**src/rtl/core/field_period_turn_scheduler_macros.svh**
```systemverilog
// Assertion macros used by the field period turn scheduler RTL.
`ifndef FIELD_PERIOD_TURN_SCHEDULER_MACROS_SVH
`define FIELD_PERIOD_TURN_SCHEDULER_MACROS_SVH

// Checks that the consequent holds in the same cycle as the antecedent.
`define FPTS_ASSERT_SAME(label, clk, rst_n, ante, cons) \
  label: assert property (@(posedge clk) disable iff (!(rst_n)) (ante) |-> (cons)) \
    else $error("same-cycle check failed");

// Checks that the consequent holds in the cycle after the antecedent.
`define FPTS_ASSERT_NEXT(label, clk, rst_n, ante, cons) \
  label: assert property (@(posedge clk) disable iff (!(rst_n)) (ante) |=> (cons)) \
    else $error("next-cycle check failed");

`endif

```
**src/rtl/core/fpts_pkg.sv**
```systemverilog
// Types and constants of the field period turn scheduler.
package fpts_pkg;

  localparam int unsigned TickW   = 64;
  localparam int unsigned PeriodW = 24;

  // Operation codes carried in the input word's user field.
  typedef enum logic [2:0] {
    FUNC_ARM       = 3'd0,
    FUNC_POLL      = 3'd1,
    FUNC_QUERY     = 3'd2,
    FUNC_NOTIFY    = 3'd3,
    FUNC_SVC_BEGIN = 3'd4,
    FUNC_SVC_END   = 3'd5
  } func_e;

  // Outcome codes carried in the result word's user field.
  typedef enum logic [2:0] {
    OUT_NONE      = 3'd0,
    OUT_SERVED    = 3'd1,
    OUT_MASKED    = 3'd2,
    OUT_NESTED    = 3'd3,
    OUT_BUSY      = 3'd4,
    OUT_NOT_OWNER = 3'd5
  } outcome_e;

  // Register indexes of the configuration channel.
  localparam logic CFG_REGISTERED = 1'b0;
  localparam logic CFG_PERIOD     = 1'b1;

  typedef struct packed {
    func_e              func;
    logic [TickW-1:0]   now_ticks;
    logic               core_match;
    logic               in_interrupt;
    logic               irq_on;
    logic               dispatch_busy;
  } item_t;

  typedef struct packed {
    logic               pending_out;
    logic               invoke_handler;
    logic [TickW-1:0]   ticks_until_due;
    outcome_e           outcome;
  } result_t;

  typedef struct packed {
    logic               registered;
    logic [PeriodW-1:0] period_ticks;
  } cfg_t;

  typedef struct packed {
    logic               pending;
    logic               in_turn;
  } status_t;

endpackage

```
**src/rtl/core/fpts_core.sv**
```systemverilog
// Scheduler state registers and the combinational operation logic.
module fpts_core (
  input  logic             clk_i,
  input  logic             rst_ni,
  input  logic             fire_i,
  input  fpts_pkg::item_t  item_i,
  input  fpts_pkg::cfg_t   cfg_i,
  output fpts_pkg::result_t result_o,
  output fpts_pkg::status_t status_o
);

  logic [fpts_pkg::TickW-1:0] deadline_q, deadline_d;
  logic                       pending_q, pending_d;
  logic                       in_turn_q, in_turn_d;

  logic                       owner;
  logic [fpts_pkg::TickW-1:0] eff_period;
  logic [fpts_pkg::TickW-1:0] next_deadline;
  logic [fpts_pkg::TickW-1:0] ticks_left;
  logic                       reached;

  // Shared arithmetic: restart sum, deadline compare and remaining ticks.
  assign owner         = cfg_i.registered & item_i.core_match;
  assign eff_period    = (cfg_i.period_ticks == '0) ? fpts_pkg::TickW'(1)
                                                    : fpts_pkg::TickW'(cfg_i.period_ticks);
  assign next_deadline = item_i.now_ticks + eff_period;
  assign reached       = item_i.now_ticks >= deadline_q;
  assign ticks_left    = deadline_q - item_i.now_ticks;

  // Operation decode and next state.
  always_comb begin
    deadline_d = deadline_q;
    pending_d  = pending_q;
    in_turn_d  = in_turn_q;
    result_o.invoke_handler  = 1'b0;
    result_o.ticks_until_due = '0;
    result_o.outcome         = fpts_pkg::OUT_NONE;
    unique case (item_i.func)
      fpts_pkg::FUNC_ARM: begin
        if (cfg_i.registered) begin
          deadline_d = next_deadline;
        end else begin
          result_o.outcome = fpts_pkg::OUT_NOT_OWNER;
        end
      end
      fpts_pkg::FUNC_POLL: begin
        if (!owner) begin
          result_o.outcome = fpts_pkg::OUT_NOT_OWNER;
        end else if (reached) begin
          pending_d = 1'b1;
        end
      end
      fpts_pkg::FUNC_QUERY: begin
        if (!owner) begin
          result_o.ticks_until_due = '1;
          result_o.outcome         = fpts_pkg::OUT_NOT_OWNER;
        end else if (!reached) begin
          result_o.ticks_until_due = ticks_left;
        end
      end
      fpts_pkg::FUNC_NOTIFY: begin
        if (!owner) begin
          result_o.outcome = fpts_pkg::OUT_NOT_OWNER;
        end else begin
          deadline_d = next_deadline;
          pending_d  = 1'b0;
        end
      end
      fpts_pkg::FUNC_SVC_BEGIN: begin
        if (item_i.in_interrupt || !item_i.irq_on) begin
          result_o.outcome = fpts_pkg::OUT_MASKED;
        end else if (owner && in_turn_q) begin
          result_o.outcome = fpts_pkg::OUT_NESTED;
        end else if (item_i.dispatch_busy) begin
          result_o.outcome = fpts_pkg::OUT_BUSY;
        end else if (!owner) begin
          result_o.outcome = fpts_pkg::OUT_NOT_OWNER;
        end else begin
          pending_d = 1'b0;
          in_turn_d = 1'b1;
          result_o.invoke_handler = 1'b1;
          result_o.outcome        = fpts_pkg::OUT_SERVED;
        end
      end
      fpts_pkg::FUNC_SVC_END: begin
        if (!owner) begin
          result_o.outcome = fpts_pkg::OUT_NOT_OWNER;
        end else if (in_turn_q) begin
          in_turn_d = 1'b0;
          if (reached) begin
            deadline_d = next_deadline;
          end
        end
      end
      default: begin
      end
    endcase
    result_o.pending_out = pending_d;
  end

  // State update when a word leaves the input register.
  always_ff @(posedge clk_i or negedge rst_ni) begin
    if (!rst_ni) begin
      deadline_q <= '0;
      pending_q  <= 1'b0;
      in_turn_q  <= 1'b0;
    end else if (fire_i) begin
      deadline_q <= deadline_d;
      pending_q  <= pending_d;
      in_turn_q  <= in_turn_d;
    end
  end

  assign status_o.pending = pending_q;
  assign status_o.in_turn = in_turn_q;

endmodule

```
**src/rtl/core/field_period_turn_scheduler.sv**
```systemverilog
// Top level of the field period turn scheduler: stream channels and config.
//
// The slave stream carries one operation word per handshake: the operation
// code in tuser and the tick count plus guest flags in tdata. Every accepted
// word produces exactly one result word on the master stream, with the
// outcome code in tuser and pending, invoke and ticks-until-due in tdata.
// A word is registered on input, evaluated against the deadline, pending
// and turn state, and lands in the output register, where the result is
// held until the master stream takes it. One word is taken per cycle for
// as long as the output is drained; the deadline compare and restart add
// that update the state are combinational. The configuration channel is
// always ready; index 0 writes the registered flag and index 1 the period
// in ticks. It is to be written only while idle; the block itself does
// not enforce this. Reset clears the deadline, pending request and open
// turn, clears the registered flag and sets the period to one tick. When
// the receiver stalls the result holds in the output register, the input
// register fills once, and tready then drops until the result is taken.
`include "field_period_turn_scheduler_macros.svh"

module field_period_turn_scheduler (
  input  logic        clk_i,
  input  logic        rst_ni,
  // Input stream.
  input  logic        s_axis_tvalid_i,
  output logic        s_axis_tready_o,
  // now_ticks[63:0], core_match[64], in_interrupt[65], irq_on[66],
  // dispatch_busy[67], zero fill[71:68]
  input  logic [71:0] s_axis_tdata_i,
  // func[2:0]
  input  logic [2:0]  s_axis_tuser_i,
  // Result stream.
  output logic        m_axis_tvalid_o,
  input  logic        m_axis_tready_i,
  // pending_out[0], invoke_handler[1], ticks_until_due[65:2], zero fill[71:66]
  output logic [71:0] m_axis_tdata_o,
  // outcome[2:0]
  output logic [2:0]  m_axis_tuser_o,
  // Configuration write channel.
  input  logic        cfg_valid_i,
  output logic        cfg_ready_o,
  input  logic        cfg_index_i,
  input  logic [23:0] cfg_data_i
);

  logic                 in_valid_q;
  fpts_pkg::item_t      in_item_q;
  logic                 out_valid_q;
  fpts_pkg::result_t    out_res_q;
  fpts_pkg::result_t    core_res;
  fpts_pkg::status_t    core_status;
  fpts_pkg::cfg_t       cfg_q;
  logic                 fire;
  logic                 in_accept;

  // Handshake: the input register advances whenever the output can take it.
  assign fire            = in_valid_q && (!out_valid_q || m_axis_tready_i);
  assign s_axis_tready_o = !in_valid_q || fire;
  assign in_accept       = s_axis_tvalid_i && s_axis_tready_o;
  assign cfg_ready_o     = 1'b1;

  // Configuration registers.
  always_ff @(posedge clk_i or negedge rst_ni) begin
    if (!rst_ni) begin
      cfg_q.registered   <= 1'b0;
      cfg_q.period_ticks <= fpts_pkg::PeriodW'(1);
    end else if (cfg_valid_i) begin
      if (cfg_index_i == fpts_pkg::CFG_REGISTERED) begin
        cfg_q.registered <= cfg_data_i[0];
      end else begin
        cfg_q.period_ticks <= cfg_data_i;
      end
    end
  end

  // Input register valid.
  always_ff @(posedge clk_i or negedge rst_ni) begin
    if (!rst_ni) begin
      in_valid_q <= 1'b0;
    end else if (s_axis_tready_o) begin
      in_valid_q <= s_axis_tvalid_i;
    end
  end

  // Input register payload.
  always_ff @(posedge clk_i) begin
    if (in_accept) begin
      in_item_q.func          <= fpts_pkg::func_e'(s_axis_tuser_i);
      in_item_q.now_ticks     <= s_axis_tdata_i[63:0];
      in_item_q.core_match    <= s_axis_tdata_i[64];
      in_item_q.in_interrupt  <= s_axis_tdata_i[65];
      in_item_q.irq_on        <= s_axis_tdata_i[66];
      in_item_q.dispatch_busy <= s_axis_tdata_i[67];
    end
  end

  fpts_core u_core (
    .clk_i    (clk_i),
    .rst_ni   (rst_ni),
    .fire_i   (fire),
    .item_i   (in_item_q),
    .cfg_i    (cfg_q),
    .result_o (core_res),
    .status_o (core_status)
  );

  // Output register valid.
  always_ff @(posedge clk_i or negedge rst_ni) begin
    if (!rst_ni) begin
      out_valid_q <= 1'b0;
    end else if (fire) begin
      out_valid_q <= 1'b1;
    end else if (m_axis_tready_i) begin
      out_valid_q <= 1'b0;
    end
  end

  // Output register payload.
  always_ff @(posedge clk_i) begin
    if (fire) begin
      out_res_q <= core_res;
    end
  end

  assign m_axis_tvalid_o = out_valid_q;
  assign m_axis_tdata_o  = {6'b0, out_res_q.ticks_until_due,
                            out_res_q.invoke_handler, out_res_q.pending_out};
  assign m_axis_tuser_o  = out_res_q.outcome;

  // A word leaving the input register always yields a result next cycle.
  `FPTS_ASSERT_NEXT(a_fire_gives_result, clk_i, rst_ni, fire, out_valid_q)
  // The reported pending flag matches the stored request after each word.
  `FPTS_ASSERT_NEXT(a_pending_tracks_state, clk_i, rst_ni, fire, out_res_q.pending_out == core_status.pending)
  // A turn opens only through a served service begin.
  `FPTS_ASSERT_NEXT(a_turn_opens_served, clk_i, rst_ni,
    !core_status.in_turn && !(fire && core_res.outcome == fpts_pkg::OUT_SERVED),
    !core_status.in_turn)
  // Starting the handler clears the pending request.
  `FPTS_ASSERT_SAME(a_served_clears_pending, clk_i, rst_ni,
    out_valid_q && out_res_q.invoke_handler,
    !out_res_q.pending_out && out_res_q.outcome == fpts_pkg::OUT_SERVED)

endmodule
```
**config.mk**
```make
export PLATFORM = sky130hd
export DESIGN_NAME = field_period_turn_scheduler
export DESIGN_NICKNAME = d
export VERILOG_FILES = /design/src/rtl/core/fpts_pkg.sv /design/src/rtl/core/fpts_core.sv /design/src/rtl/core/field_period_turn_scheduler.sv
export VERILOG_INCLUDE_DIRS = /design/src /design/src/rtl/core
export SDC_FILE = /design/constraint.sdc
export NUM_CORES = 1
export LEC_CHECK = 0
export BUFFER_PORTS_ARGS = -buffer_cell sky130_fd_sc_hd__buf_4
export CAP_MARGIN = 20
export CORE_MARGIN = 2
export CORE_UTILIZATION = 35
export CTS_CLUSTER_DIAMETER = 150
export DETAILED_ROUTE_END_ITERATION = 7
export PLACE_DENSITY = 0.58
export SYNTH_ARGS = -nofsm -noshare
export SYNTH_HDL_FRONTEND = slang
export SYNTH_SLANG_ARGS = --single-unit
```
**constraint.sdc**
```tcl
create_clock -name clk_i -period 11.6 [get_ports clk_i]
set_input_delay 0.58 -clock clk_i [delete_from_list [all_inputs] [get_ports clk_i]]
set_output_delay 0.58 -clock clk_i [all_outputs]
set_load 0.03 [all_outputs]
```
* Word level (Yosys, flattened, before mapping)
Cells that the tools add are included.
** Word-level totals
- Logic and storage cells :: 89
- Bits in read-only memories :: 0
- Output and inout bits :: 78
- Memories kept :: 0
- Register bits :: 233
- RAM bits :: 0
- Latch bits :: 0
** Operators by class
- Add/sub/neg operators :: 2
- Divide/modulo/power cells :: 0
- Shift-type cells :: 0
- Reduce and logical (&&, ||, !) cells :: 20
- Multipliers :: 0
- Equal/unequal tests :: 14
- Bitwise logic cells :: 3
- Multiplexer cells :: 32
- Order comparisons :: 1
** Operators by type and width (number)
- $mux 64 :: 7
- $pmux 64 s3 :: 1
- $add 64x64->64 :: 1
- $ge 64x64->1 :: 1
- $sub 64x64->64 :: 1
- $logic_not 24->1 :: 1
- $mux 24 :: 1
- $mux 3 :: 6
- $mux 1 :: 14
- $reduce_and 7->1 :: 2
- $ne 2x1->1 const B :: 5
- $pmux 3 s3 :: 1
- $ne 2x2->1 const B :: 4
- $reduce_or 4->1 :: 2
- $eq 3x2->1 const B :: 2
- $eq 3x3->1 const B :: 2
- $reduce_and 2->1 :: 2
- $reduce_bool 2->1 :: 2
- $eq 3x1->1 const B :: 1
- $logic_and 1x1->1 :: 3
- $logic_not 1->1 :: 3
- $logic_not 3->1 :: 1
- $logic_or 1x1->1 :: 3
- $pmux 1 s3 :: 1
- other kinds (4) :: 5

* Depth between registers and ports, before layout
Gate-level depths: netlist of run 1.
- Word-level depth :: 7
- Depth in mapped cells :: 16

* Modules after synthesis
From an unflattened synthesis of run 1, not the netlist that was laid out.
** Unflattened totals
- Cell total of the unflattened synthesis :: 1465
- Area, all modules :: 14352.5 um^2
** By module, submodules not included
- fpts_core :: cells an instance 1254, times used 1, area each 8981.1 um^2
- field_period_turn_scheduler :: cells an instance 211, times used 1, area each 5371.4 um^2

* Worst setup path after synthesis of run 1
No wires, ideal clock.
- Path kind :: input port to flip-flop
- Start :: in m_axis_tready_i
- End :: reg u_core.deadline_q[0] (netlist bit)
- Cell stages on the path :: 8
- Required time :: 11475 ps
- Data arrival time :: 3972 ps
- Library setup time :: 125 ps
- Path slack :: 7503 ps
- Path through :: nand2b_1 and2_1 clkbuf_1 nand4_1 o22a_4 buf_12 buf_12 mux2_4
** On the way
- Longest elaborated chain between the ends :: 3
** Ends and longest elaborated chain
- from (decl) :: RTL line field_period_turn_scheduler.sv:33 : input logic m_axis_tready_i,
- $logic_or 1x1->1 :: RTL line field_period_turn_scheduler.sv:56 : assign fire = in_valid_q && (!out_valid_q || m_axis_tready_i);
- $logic_and 1x1->1 :: RTL line field_period_turn_scheduler.sv:56
- net fire :: RTL line field_period_turn_scheduler.sv:52 : logic fire;
- $reduce_and 7->1 (no line)
- to (signal assigned) :: RTL line fpts_core.sv:108 : deadline_q <= deadline_d;
- to (decl) :: RTL line fpts_core.sv:12 : logic [fpts_pkg::TickW-1:0] deadline_q, deadline_d;
The timed path passes the listed nets, and every way through them passes these cells.
A chain may end at the register's enable or synchronous reset.

* Worst setup path after layout of run 1
- Start :: reg cfg_q[1] (netlist bit)
- End :: reg u_core.deadline_q[55] (netlist bit)
** On the way
- Longest elaborated chain between the ends :: 7
- Elaborated cells between the ends (all ways) :: 9
- Classes of those cells :: add/sub (1); mux (7); reduce/logical (1)
** Ends and longest elaborated chain
- from (decl) :: RTL line field_period_turn_scheduler.sv:51 : fpts_pkg::cfg_t cfg_q;
- $logic_not 24->1 :: RTL line fpts_core.sv:24 : assign eff_period = (cfg_i.period_ticks == '0) ? fpts_pkg::TickW'(1)
- $mux 24 (*) :: RTL line fpts_core.sv:24
- $add 64x64->64 (*) :: RTL line fpts_core.sv:26 : assign next_deadline = item_i.now_ticks + eff_period;
- $mux 64 :: RTL line fpts_core.sv:90 : if (reached) begin
- $mux 64 :: RTL line fpts_core.sv:88 : end else if (in_turn_q) begin
- $mux 64 :: RTL line fpts_core.sv:86 : if (!owner) begin
- $pmux 64 s3 (*) :: RTL line fpts_core.sv:38 : unique case (item_i.func)
Every way passes the cells marked *; elsewhere a longest branch is shown, timed or not. The select of a mux whose other input is x is not followed.

==> results of run 1 <==
## kinds of logic (layout without fill, tap and decap cells)
kind of cell	Yosys count	count (layout)	share of synthesized area, %
compound gates	381	381	16.28
simple gates	318	318	10.96
mux	89	89	8.234
buf+inv	169	321	5.528
other cells	2	7	0.05058
fa+ha+maj	90	90	7.686
xor+xnor	123	123	7.256
flops	233	233	44.00
## per-stage QoR
| stage | hold slack (ns) | std cells | instance area [sq um] | total power, uW | setup slack (ns) |
|---|---|---|---|---|---|
| after global placement | 0.4753 | 2047 | 16400 | 2763 | 6.858 |
| after CTS | 0.01367 | 2100 | 17440 | 3772 | 6.807 |
| after global routing | 0.04035 | 2101 | 17460 | 4001 | 6.584 |
| after detailed placement | 0.4974 | 2047 | 16400 | 2773 | 6.832 |
| after floorplan | 0.2844 | 1410 | 14870 | 2394 | 7.503 |
| final | 0.002501 | 2101 | 17460 | 3751 | 6.850 |
## cell usage after synthesis, drive strengths merged, types with 25 or more instances
cell	count	share of area, %
nor3	25	0.92
xnor2	87	5.1
nor2	63	1.6
xor2	36	2.1
mux2	88	8.2
edfxtp	140	28
a21oi	147	5.0
o21ai	94	3.2
a21o	38	1.9
nand2	85	2.2
inv	91	2.3
nand3	32	1.1
dfrtp	92	16
ha	88	7.4
clkbuf	52	1.3
buf	26	1.9
## worst max-delay path: cells and delay by family (launching register included)
family | cells | cell delay, ns
adder cells (fa/ha/maj) | 1 | 0.23
AO/OA/AOI/OAI | 6 | 1.60
XOR/XNOR | 1 | 0.10
flip-flops | 1 | 0.43
AND/OR/NAND/NOR | 5 | 1.96
multiplexers | 1 | 0.27
## power breakdown
part           switching (uW)  leakage (uW)  internal [uW]
clock                     362      0.000500            617
combinational             919       0.00460            704
sequential                102       0.00248           1050
## layer usage
metal	routed length, um	global-route usage, %
met1	19070	25.38
met2	17840	28.34
met3	1628	2.384
met4	651	3.937
met5	0	0
## cell type report
type / count / area [sq um] / area share [%]
clock buffers: 36 / 793.3 / 4.544
clock inverters: 17 / 247.7 / 1.419
inverters: 91 / 341.6 / 1.956
multi-input cells: 1008 / 7528 / 43.12
flip-flops and latches: 233 / 6533 / 37.42
well taps: 539 / 674.4 / 3.863
repair buffers: 177 / 1341 / 7.682
## state kept, by name (all words and copies together), names as in the netlist
signal and flops:
u_core.in_turn_q 1, m_axis_tuser_o 3, u_core.pending_q 1, in_item_q 71, m_axis_tdata_o 66, m_axis_tvalid_o 1, in_valid_q 1, cfg_q 25
u_core.deadline_q 64
## worst min path at each step
stage                                        end  slack (ns)  cells after the start
2_1_floorplan              cfg_q[10]$_DFFE_PN0P_        0.28                      0
3_3_place_gp         m_axis_tvalid_o$_DFFE_PN0P_        0.48                      1
3_5_place_dp         m_axis_tvalid_o$_DFFE_PN0P_        0.50                      1
4_1_cts        u_core.deadline_q[54]$_DFFE_PN0P_        0.01                      1
5_1_grt        u_core.deadline_q[54]$_DFFE_PN0P_        0.04                      1
6_report       u_core.deadline_q[54]$_DFFE_PN0P_       0.003                      1
==> results.json, run 1 <==
{
  "drt_iter0_drc": 652,
  "crit_chain": "nor4_1, nand4_1, o21bai_1, ha_1, a21o_1, a21o_1, a311oi_1, o211a_1, nor3b_1, o21a_1, nand3_2, nor4_1, xnor2_1, mux2_2",
  "grt_first_pass_wirelength_mm": 62.00,
  "required_ns": 12.03,
  "rsz0062_at_grt": "no",
  "final_nets": 1735,
  "critPathMaxFanout": 11,
  "fin_crit_sh_pct": 40.95,
  "gp_congestion": 0.8986,
  "dr.pass1.iters": 5,
  "critPathCapture": "u_core.deadline_q[55]$_DFFE_PN0P_",
  "viasPerCell": 5.214,
  "routed_wl_mm": 39.19,
  "synth_async_sr_flop_share_pct": 39.91,
  "n_antenna_cell": 0,
  "grt-ovfl-total": 0,
  "drive_above_1_share_pct": 22.02,
  "synth-main-ff-cell": "edfxtp_1",
  "final_max_slew_viol_count": 0,
  "cts_post_setup_buffers_inserted": 0,
  "slowest_stage": "nor4_1",
  "worstSetupStartpoint": "cfg_q[1]$_DFFE_PN0P_",
  "wl_per_cell_um": 18.65,
  "p_leak_uw": 0.007582,
  "syn_inst": 1405,
  "cts_tree": "yes",
  "insertion_delay_ns": 0.55,
  "tns_ns": 0,
  "final_common_cell": "buf_4",
  "grt_pass1_vias": 11010,
  "avgSynthCellArea_sq_um": 10.57,
  "timing.final.hold_violations": 0,
  "rrSetupSlack_ns": 6.85,
  "io_pins": 183,
  "tightest_slew_ns": 1.029,
  "drcViolationCount": 0,
  "chipHeight_um": 210.0,
  "ant_nets": 0,
  "path_clk_slew_ns": 0.07,
  "hpwl_mm": 29.91,
  "synth_cell_types": 86,
  "cts_num_sinks": 233,
  "critPathLaunchType": "flip-flop",
  "hp-class": "in2async",
  "final_util_pct": 41.62,
  "synth.yosys.warnings": 0,
  "syn_to_final_growth_pct": 17.60,
  "synth_seq_cells": 233,
  "cts_buffers": 29,
  "nFillCells": 4033,
  "timing.rr.start": "cfg_q[1]$_DFFE_PN0P_",
  "vdd_drop_max_uv": 129.2,
  "end_kind": "flip-flop",
  "syn_area_sq_um": 14850,
  "layout_common_cells": "buf_4 (176), a21oi_1 (146), edfxtp_1 (140), dfrtp_1 (92), inv_1 (91)",
  "antenna_found_initial": 0,
  "worst_clock_skew_ns": 0.01172,
  "h-tree-depth": 1,
  "setup_viol_count_final": 0,
  "clock_path_buffers": 3,
  "slowest_delay_ns": 0.60,
  "max_freq_mhz": 210.5,
  "yosysSeqAreaShare_pct": 44.00,
  "core_area_sq_um": 41950,
  "vias": 10950,
  "cts-root-buf": "clkbuf_16",
  "status": "finished clean",
  "reg2reg_to": "u_core.deadline_q[55]$_DFFE_PN0P_",
  "grt_usage_pct": 17.65,
  "num_rows": 75,
  "ctsResizeCount": 0,
  "grt_max_degree": 72,
  "min_period_ns": 4.750,
  "p_per_area_nw_per_um2": 214.9,
  "initial_core_util_pct": 35.39,
  "critPathArrivalTime_ns": 5.18,
  "cap_violations": 0,
  "slew_headroom_pct": 31.22,
  "worstRegToRegCells": 14,
  "die-area_sq_um": 44080,
  "portBuffers": 171,
  "hold_buffers": 0,
  "synth_edf_count": 140,
  "worst-setup-path-type": "reg2reg",
  "die_x_um": 210.0
}
Note: power is estimated with default switching activity, not from simulation.
==> run 2: changes to the inputs <==
==> constraint.sdc (replaced) <==
create_clock -name clk_i -period 4.7 [get_ports clk_i]
set_input_delay 0.235 -clock clk_i [delete_from_list [all_inputs] [get_ports clk_i]]
set_output_delay 0.235 -clock clk_i [all_outputs]
set_load 0.03 [all_outputs]
==> results.json, run 2 (synthesized netlist as in run 1, its figures left out) <==
{
  "status": "finished clean",
  "vdd_drop_max_uv": 273.8,
  "grt_max_degree": 55,
  "placed_cells": 2054,
  "critPathArrivalTime_ns": 4.89,
  "cts_tree": "yes",
  "die-area_sq_um": 44080,
  "drt_iter0_drc": 653,
  "antenna_found_initial": 0,
  "nFillCells": 3955,
  "syn_to_final_growth_pct": 23.58,
  "wl_per_cell_um": 18.29,
  "fin_cells": 2205,
  "grt-ovfl-total": 0,
  "vias": 11440,
  "grt_first_pass_wirelength_mm": 63.85,
  "rsz0062_at_grt": "no",
  "final_max_slew_viol_count": 0,
  "cap_violations": 0,
  "p_leak_uw": 0.007960,
  "slew_headroom_pct": 43.72,
  "chipHeight_um": 210.0,
  "min_period_ns": 4.454,
  "path_clk_slew_ns": 0.06,
  "n_antenna_cell": 0,
  "critPathMaxFanout": 8,
  "fin_crit_sh_pct": 94.77,
  "ant_nets": 0,
  "worst-setup-path-type": "reg2reg",
  "dr.pass1.iters": 5,
  "grt_pass1_vias": 11410,
  "crit_top_cell": "a21o_1",
  "cts-root-buf": "clkbuf_16",
  "io_pins": 183,
  "core_area_sq_um": 41950,
  "rrSetupSlack_ns": 0.25,
  "cts_num_sinks": 233,
  "worst_clock_skew_ns": 0.01688,
  "p_per_area_nw_per_um2": 491.0,
  "layout_common_cells": "buf_4 (182), a21oi_1 (146), edfxtp_1 (140), dlygate4sd3_1 (99), dfrtp_1 (92)",
  "max_freq_mhz": 224.5,
  "required_ns": 5.14,
  "portBuffers": 171,
  "final_nets": 1840,
  "tns_ns": 0,
  "insertion_delay_ns": 0.57,
  "slowest_stage": "nor4_1",
  "cts_buffers": 28,
  "die_x_um": 210.0,
  "drcViolationCount": 0,
  "grt_usage_pct": 18.24,
  "ctsResizeCount": 0,
  "hpwl_mm": 30.20,
  "setup_viol_count_final": 0,
  "h-tree-depth": 1,
  "final_common_cell": "buf_4",
  "end_kind": "flip-flop",
  "slowest_delay_ns": 0.52,
  "hp-class": "in2reg",
  "crit_chain": "nor4_1, nand4_1, o21bai_1, ha_1, fa_1, a21o_1, a21o_1, a2111oi_2, nor4_2, o21ai_1, a31oi_4, o2111ai_4, nor4b_1, xnor2_1, mux2_4",
  "num_rows": 75,
  "gp_congestion": 0.8939,
  "cp_top_family": "compound AO/OA/AOI/OAI gates",
  "drive_above_1_share_pct": 20.89,
  "critPathLaunchType": "flip-flop",
  "timing.final.hold_violations": 0,
  "largest_reg_flops": 71,
  "routed_wl_mm": 40.33,
  "top_register": "in_item_q",
  "cp_num_buf_inv": 0,
  "viasPerCell": 5.189,
  "tightest_slew_ns": 0.8229,
  "clock_path_buffers": 3,
  "cts_post_setup_buffers_inserted": 0,
  "initial_core_util_pct": 35.39
}
-- run 2: changes by cell type in the layout (fill, tap and decap cells not counted), moves of 2 or more --
cell and delta:
buf_4 +6, bufinv_16 -6, clkbuf_16 -2, clkbuf_8 +3
clkinv_1 +2, clkinv_4 +2, dlygate4sd3_1 +99
-- run 2: final cells by class --
cell class	instances	area, sq um	area share (%)
sequential	233	6533	35.60
timing repair buffer	283	2392	13.04
multi-input combinational	1008	7528	41.03
clock inverter	15	97.59	0.5319
inverter	91	341.6	1.862
tap	539	674.4	3.676
clock buffer	36	780.7	4.255
-- run 2: final timing paths --
| path | from | to | cells after the start |
|---|---|---|---|
| max | cfg_q[19]$_DFFE_PN0P_ | u_core.deadline_q[60]$_DFFE_PN0P_ | 15 |
| max reg2reg | cfg_q[19]$_DFFE_PN0P_ | u_core.deadline_q[60]$_DFFE_PN0P_ | 15 |
| min reg2reg | u_core.deadline_q[5]$_DFFE_PN0P_ | u_core.deadline_q[5]$_DFFE_PN0P_ | 1 |
| max in group asynchronous | rst_ni | cfg_q[18]$_DFFE_PN0P_ | 3 |
| min in group asynchronous | rst_ni | u_core.deadline_q[54]$_DFFE_PN0P_ | 2 |
| min | cfg_index_i | cfg_q[24]$_DFFE_PN0P_ | 3 |
-- run 2: metrics by stage --
step / power [uW] / instance area (sq um) / worst slack, ns / utilization [%] / hold WS [ns]
2_1_floorplan: 5910 / 14870 / 0.6680 / - / -0.06059
3_3_place_gp: 6864 / 16460 / 0.3035 / 39.25 / 0.2927
3_5_place_dp: 6881 / 16460 / 0.3508 / 39.25 / 0.2867
4_1_cts: 9064 / 18330 / 0.2846 / 43.70 / 0.002083
5_1_grt: 9640 / 18350 / 0.003972 / 43.74 / 0.01227
6_report: 9008 / 18350 / 0.2460 / 43.74 / 0.03453
-- run 2: power by group --
| group | switching (uW) | internal (uW) | total, uW |
|---|---|---|---|
| registers | 253 | 2580 | 2840 |
| clock network | 886 | 1170 | 2060 |
| logic | 2310 | 1800 | 4110 |
-- run 2: layer usage --
| layer | GRT usage [%] | wire (um) | share of wire, % | vias up |
|---|---|---|---|---|
| li1 | - | - | - | 5567 |
| met1 | 25.56 | 19290 | 48 | 5595 |
| met2 | 29.60 | 18580 | 46 | 230 |
| met3 | 2.667 | 1561 | 3.9 | 50 |
| met4 | 4.818 | 895 | 2.2 | 0 |
| met5 | 0 | 0 | 0 | - |
-- run 2: repair_timing --
item | 4_1_cts | 5_1_grt
hold endpoints to repair | 137 | 0
hold buffers | 99 | 0
endpoints found under the setup margin | 0 | 0
-- run 2: worst reg2reg max path: stages (launching register included) --
cell       delay (ns)
dfrtp_1          0.39
nor4_1           0.52
nand4_1          0.26
o21bai_1         0.25
ha_1             0.22
fa_1             0.21
a21o_1           0.12
a21o_1           0.17
a2111oi_2        0.12
nor4_2           0.35
o21ai_1          0.20
a31oi_4          0.40
o2111ai_4        0.31
nor4b_1          0.44
xnor2_1          0.10
mux2_4           0.27
==> run 3: changes to the inputs <==
--- a/config.mk
+++ b/config.mk
@@ -15,4 +15,5 @@
 export PLACE_DENSITY = 0.58
 export SYNTH_ARGS = -nofsm -noshare
 export SYNTH_HDL_FRONTEND = slang
+export SYNTH_HIERARCHICAL = 1
 export SYNTH_SLANG_ARGS = --single-unit
==> results.json, run 3 <==
{
  "slowest_delay_ns": 0.58,
  "worst_clock_skew_ns": 0.01917,
  "power_uw": 9071,
  "die-area_sq_um": 42600,
  "h-tree-depth": 1,
  "antenna_found_initial": 0,
  "rrSetupSlack_ns": 0.52,
  "io_pins": 183,
  "final_common_cell": "a21oi_1",
  "cap_violations": 0,
  "final_max_slew_viol_count": 0,
  "setup_slack_ns": 0.5242,
  "critPathLaunchType": "flip-flop",
  "syn_area_sq_um": 14340,
  "die_x_um": 206.4,
  "avgSynthCellArea_sq_um": 9.800,
  "worstRegToRegCells": 12,
  "top_register": "in_item_q",
  "tns_ns": 0,
  "met1_usage_pct": 28.99,
  "drt_iter0_drc": 660,
  "core_area_sq_um": 40650,
  "vdd_drop_max_uv": 303.9,
  "cp_top_family": "compound AO/OA/AOI/OAI gates",
  "pre_cts_slack_ns": 0.6188,
  "end_kind": "flip-flop",
  "status": "finished clean",
  "timing.rr.start": "in_item_q[4]$_DFFE_PP_",
  "grt_pass1_vias": 10960,
  "slowest_stage": "a2111oi_0",
  "crit_chain": "ha_1, inv_1, fa_1, a211oi_1, o21ai_0, nand3b_1, a21o_1, a2111oi_0, o21bai_1, a21oi_2, nand2_1, o31ai_1",
  "fin_crit_sh_pct": 88.85,
  "num_rows": 74,
  "layout_common_cells": "a21oi_1 (190), buf_4 (181), edfxtp_1 (140), nor2_1 (109), dlygate4sd3_1 (99)",
  "hpwl_mm": 30.31,
  "worstSetupStartpoint": "in_item_q[4]$_DFFE_PP_",
  "hold_buffers": 99,
  "routed_wl_mm": 39.73,
  "largest_reg_flops": 71,
  "critPathArrivalTime_ns": 4.51,
  "critPathCapture": "m_axis_tdata_o[64]$_DFFE_PP_",
  "timing.final.hold_violations": 0,
  "p_leak_uw": 0.007634,
  "cts_buffers": 27,
  "syn_to_final_growth_pct": 24.58,
  "initial_core_util_pct": 35.27,
  "portBuffers": 171,
  "insertion_delay_ns": 0.56,
  "cts-root-buf": "clkbuf_16",
  "ctsResizeCount": 0,
  "cp_num_buf_inv": 1,
  "cts_num_sinks": 233,
  "rsz0062_at_grt": "no",
  "slew_headroom_pct": 48.31,
  "dpl_cell_area_sq_um": 16000,
  "post-route-cell-area_sq_um": 17860,
  "crit_cells": 12,
  "required_ns": 5.04,
  "hp-class": "in2reg",
  "ant_nets": 0,
  "drcViolationCount": 0,
  "grt_use_met2_pct": 26.49,
  "tightest_slew_ns": 0.7726,
  "synth.yosys.warnings": 6,
  "grt_usage_pct": 18.41,
  "top_usage_layer": "met1",
  "fin_cells": 2240,
  "critPathMaxFanout": 22,
  "vias": 11520,
  "final_nets": 1882,
  "max_freq_mhz": 239.5,
  "cts_tree": "yes",
  "use_met3_pct": 1.892,
  "n_antenna_cell": 0,
  "path_clk_slew_ns": 0.06,
  "gp_congestion": 0.8709,
  "viasPerCell": 5.144,
  "dr.pass1.iters": 7,
  "cts_post_setup_buffers_inserted": 0,
  "worst-setup-path-type": "reg2reg",
  "reg2reg_to": "m_axis_tdata_o[64]$_DFFE_PP_",
  "grt_max_degree": 67,
  "min_period_ns": 4.176,
  "drive_above_1_share_pct": 16.74,
  "p_per_area_nw_per_um2": 507.9,
  "chipHeight_um": 206.4,
  "grt_first_pass_wirelength_mm": 61.45,
  "setup_viol_count_final": 0,
  "grt-ovfl-total": 0,
  "clock_path_buffers": 3,
  "placed_cells": 2091,
  "wl_per_cell_um": 17.74,
  "syn_inst": 1463
}
run 3: worst min path at each step:
stage                      from               endpoint  cells past startpoint
finish              cfg_index_i  cfg_q[24]$_DFFE_PN0P_                      3
global route        cfg_valid_i  cfg_q[24]$_DFFE_PN0P_                      3
CTS                 cfg_index_i  cfg_q[24]$_DFFE_PN0P_                      3
detailed placement       rst_ni   cfg_q[2]$_DFFE_PN0P_                      1
global placement         rst_ni   cfg_q[9]$_DFFE_PN0P_                      1
floorplan                rst_ni  cfg_q[10]$_DFFE_PN0P_                      0
run 3: layout make-up:
type                    instances  area (sq um)
flip-flops and latches        233          6533
multi-input cells            1050          7072
inverters                      94         352.8
well taps                     532         665.6
fillers                      3903         22780
clock inverters                13         95.09
repair buffers                281          2370
clock buffers                  37         774.5
run 3: worst register-to-register path: stages (launching register included):
cell,delay (ns)
edfxtp_1,0.45
ha_1,0.25
inv_1,0.07
fa_1,0.25
a211oi_1,0.12
o21ai_0,0.39
nand3b_1,0.18
a21o_1,0.20
a2111oi_0,0.58
o21bai_1,0.15
a21oi_2,0.38
nand2_1,0.49
o31ai_1,0.45
run 3: stage by stage:
step | hold WS (ns) | utilization, %
after floorplan | -0.06059 | -
after global placement | 0.3014 | 39.37
after detailed placement | 0.3002 | 39.37
after CTS | 0.03074 | 43.95
after global routing | 0.05440 | 43.95
final | 0.05616 | 43.95
run 3: power by group:
group / internal (uW) / leakage, uW / switching [uW]
Sequential: 2610 / 0.00244 / 265
Combinational: 1690 / 0.00475 / 2450
Clock: 1210 / 0.000437 / 851
Total: 5510 / 0.00763 / 3560
run 3: layer usage:
layer,wire (um),share of wire [%]
met1,20580,52
met2,16260,41
met3,2018,5.1
met4,875,2.2
met5,0,0
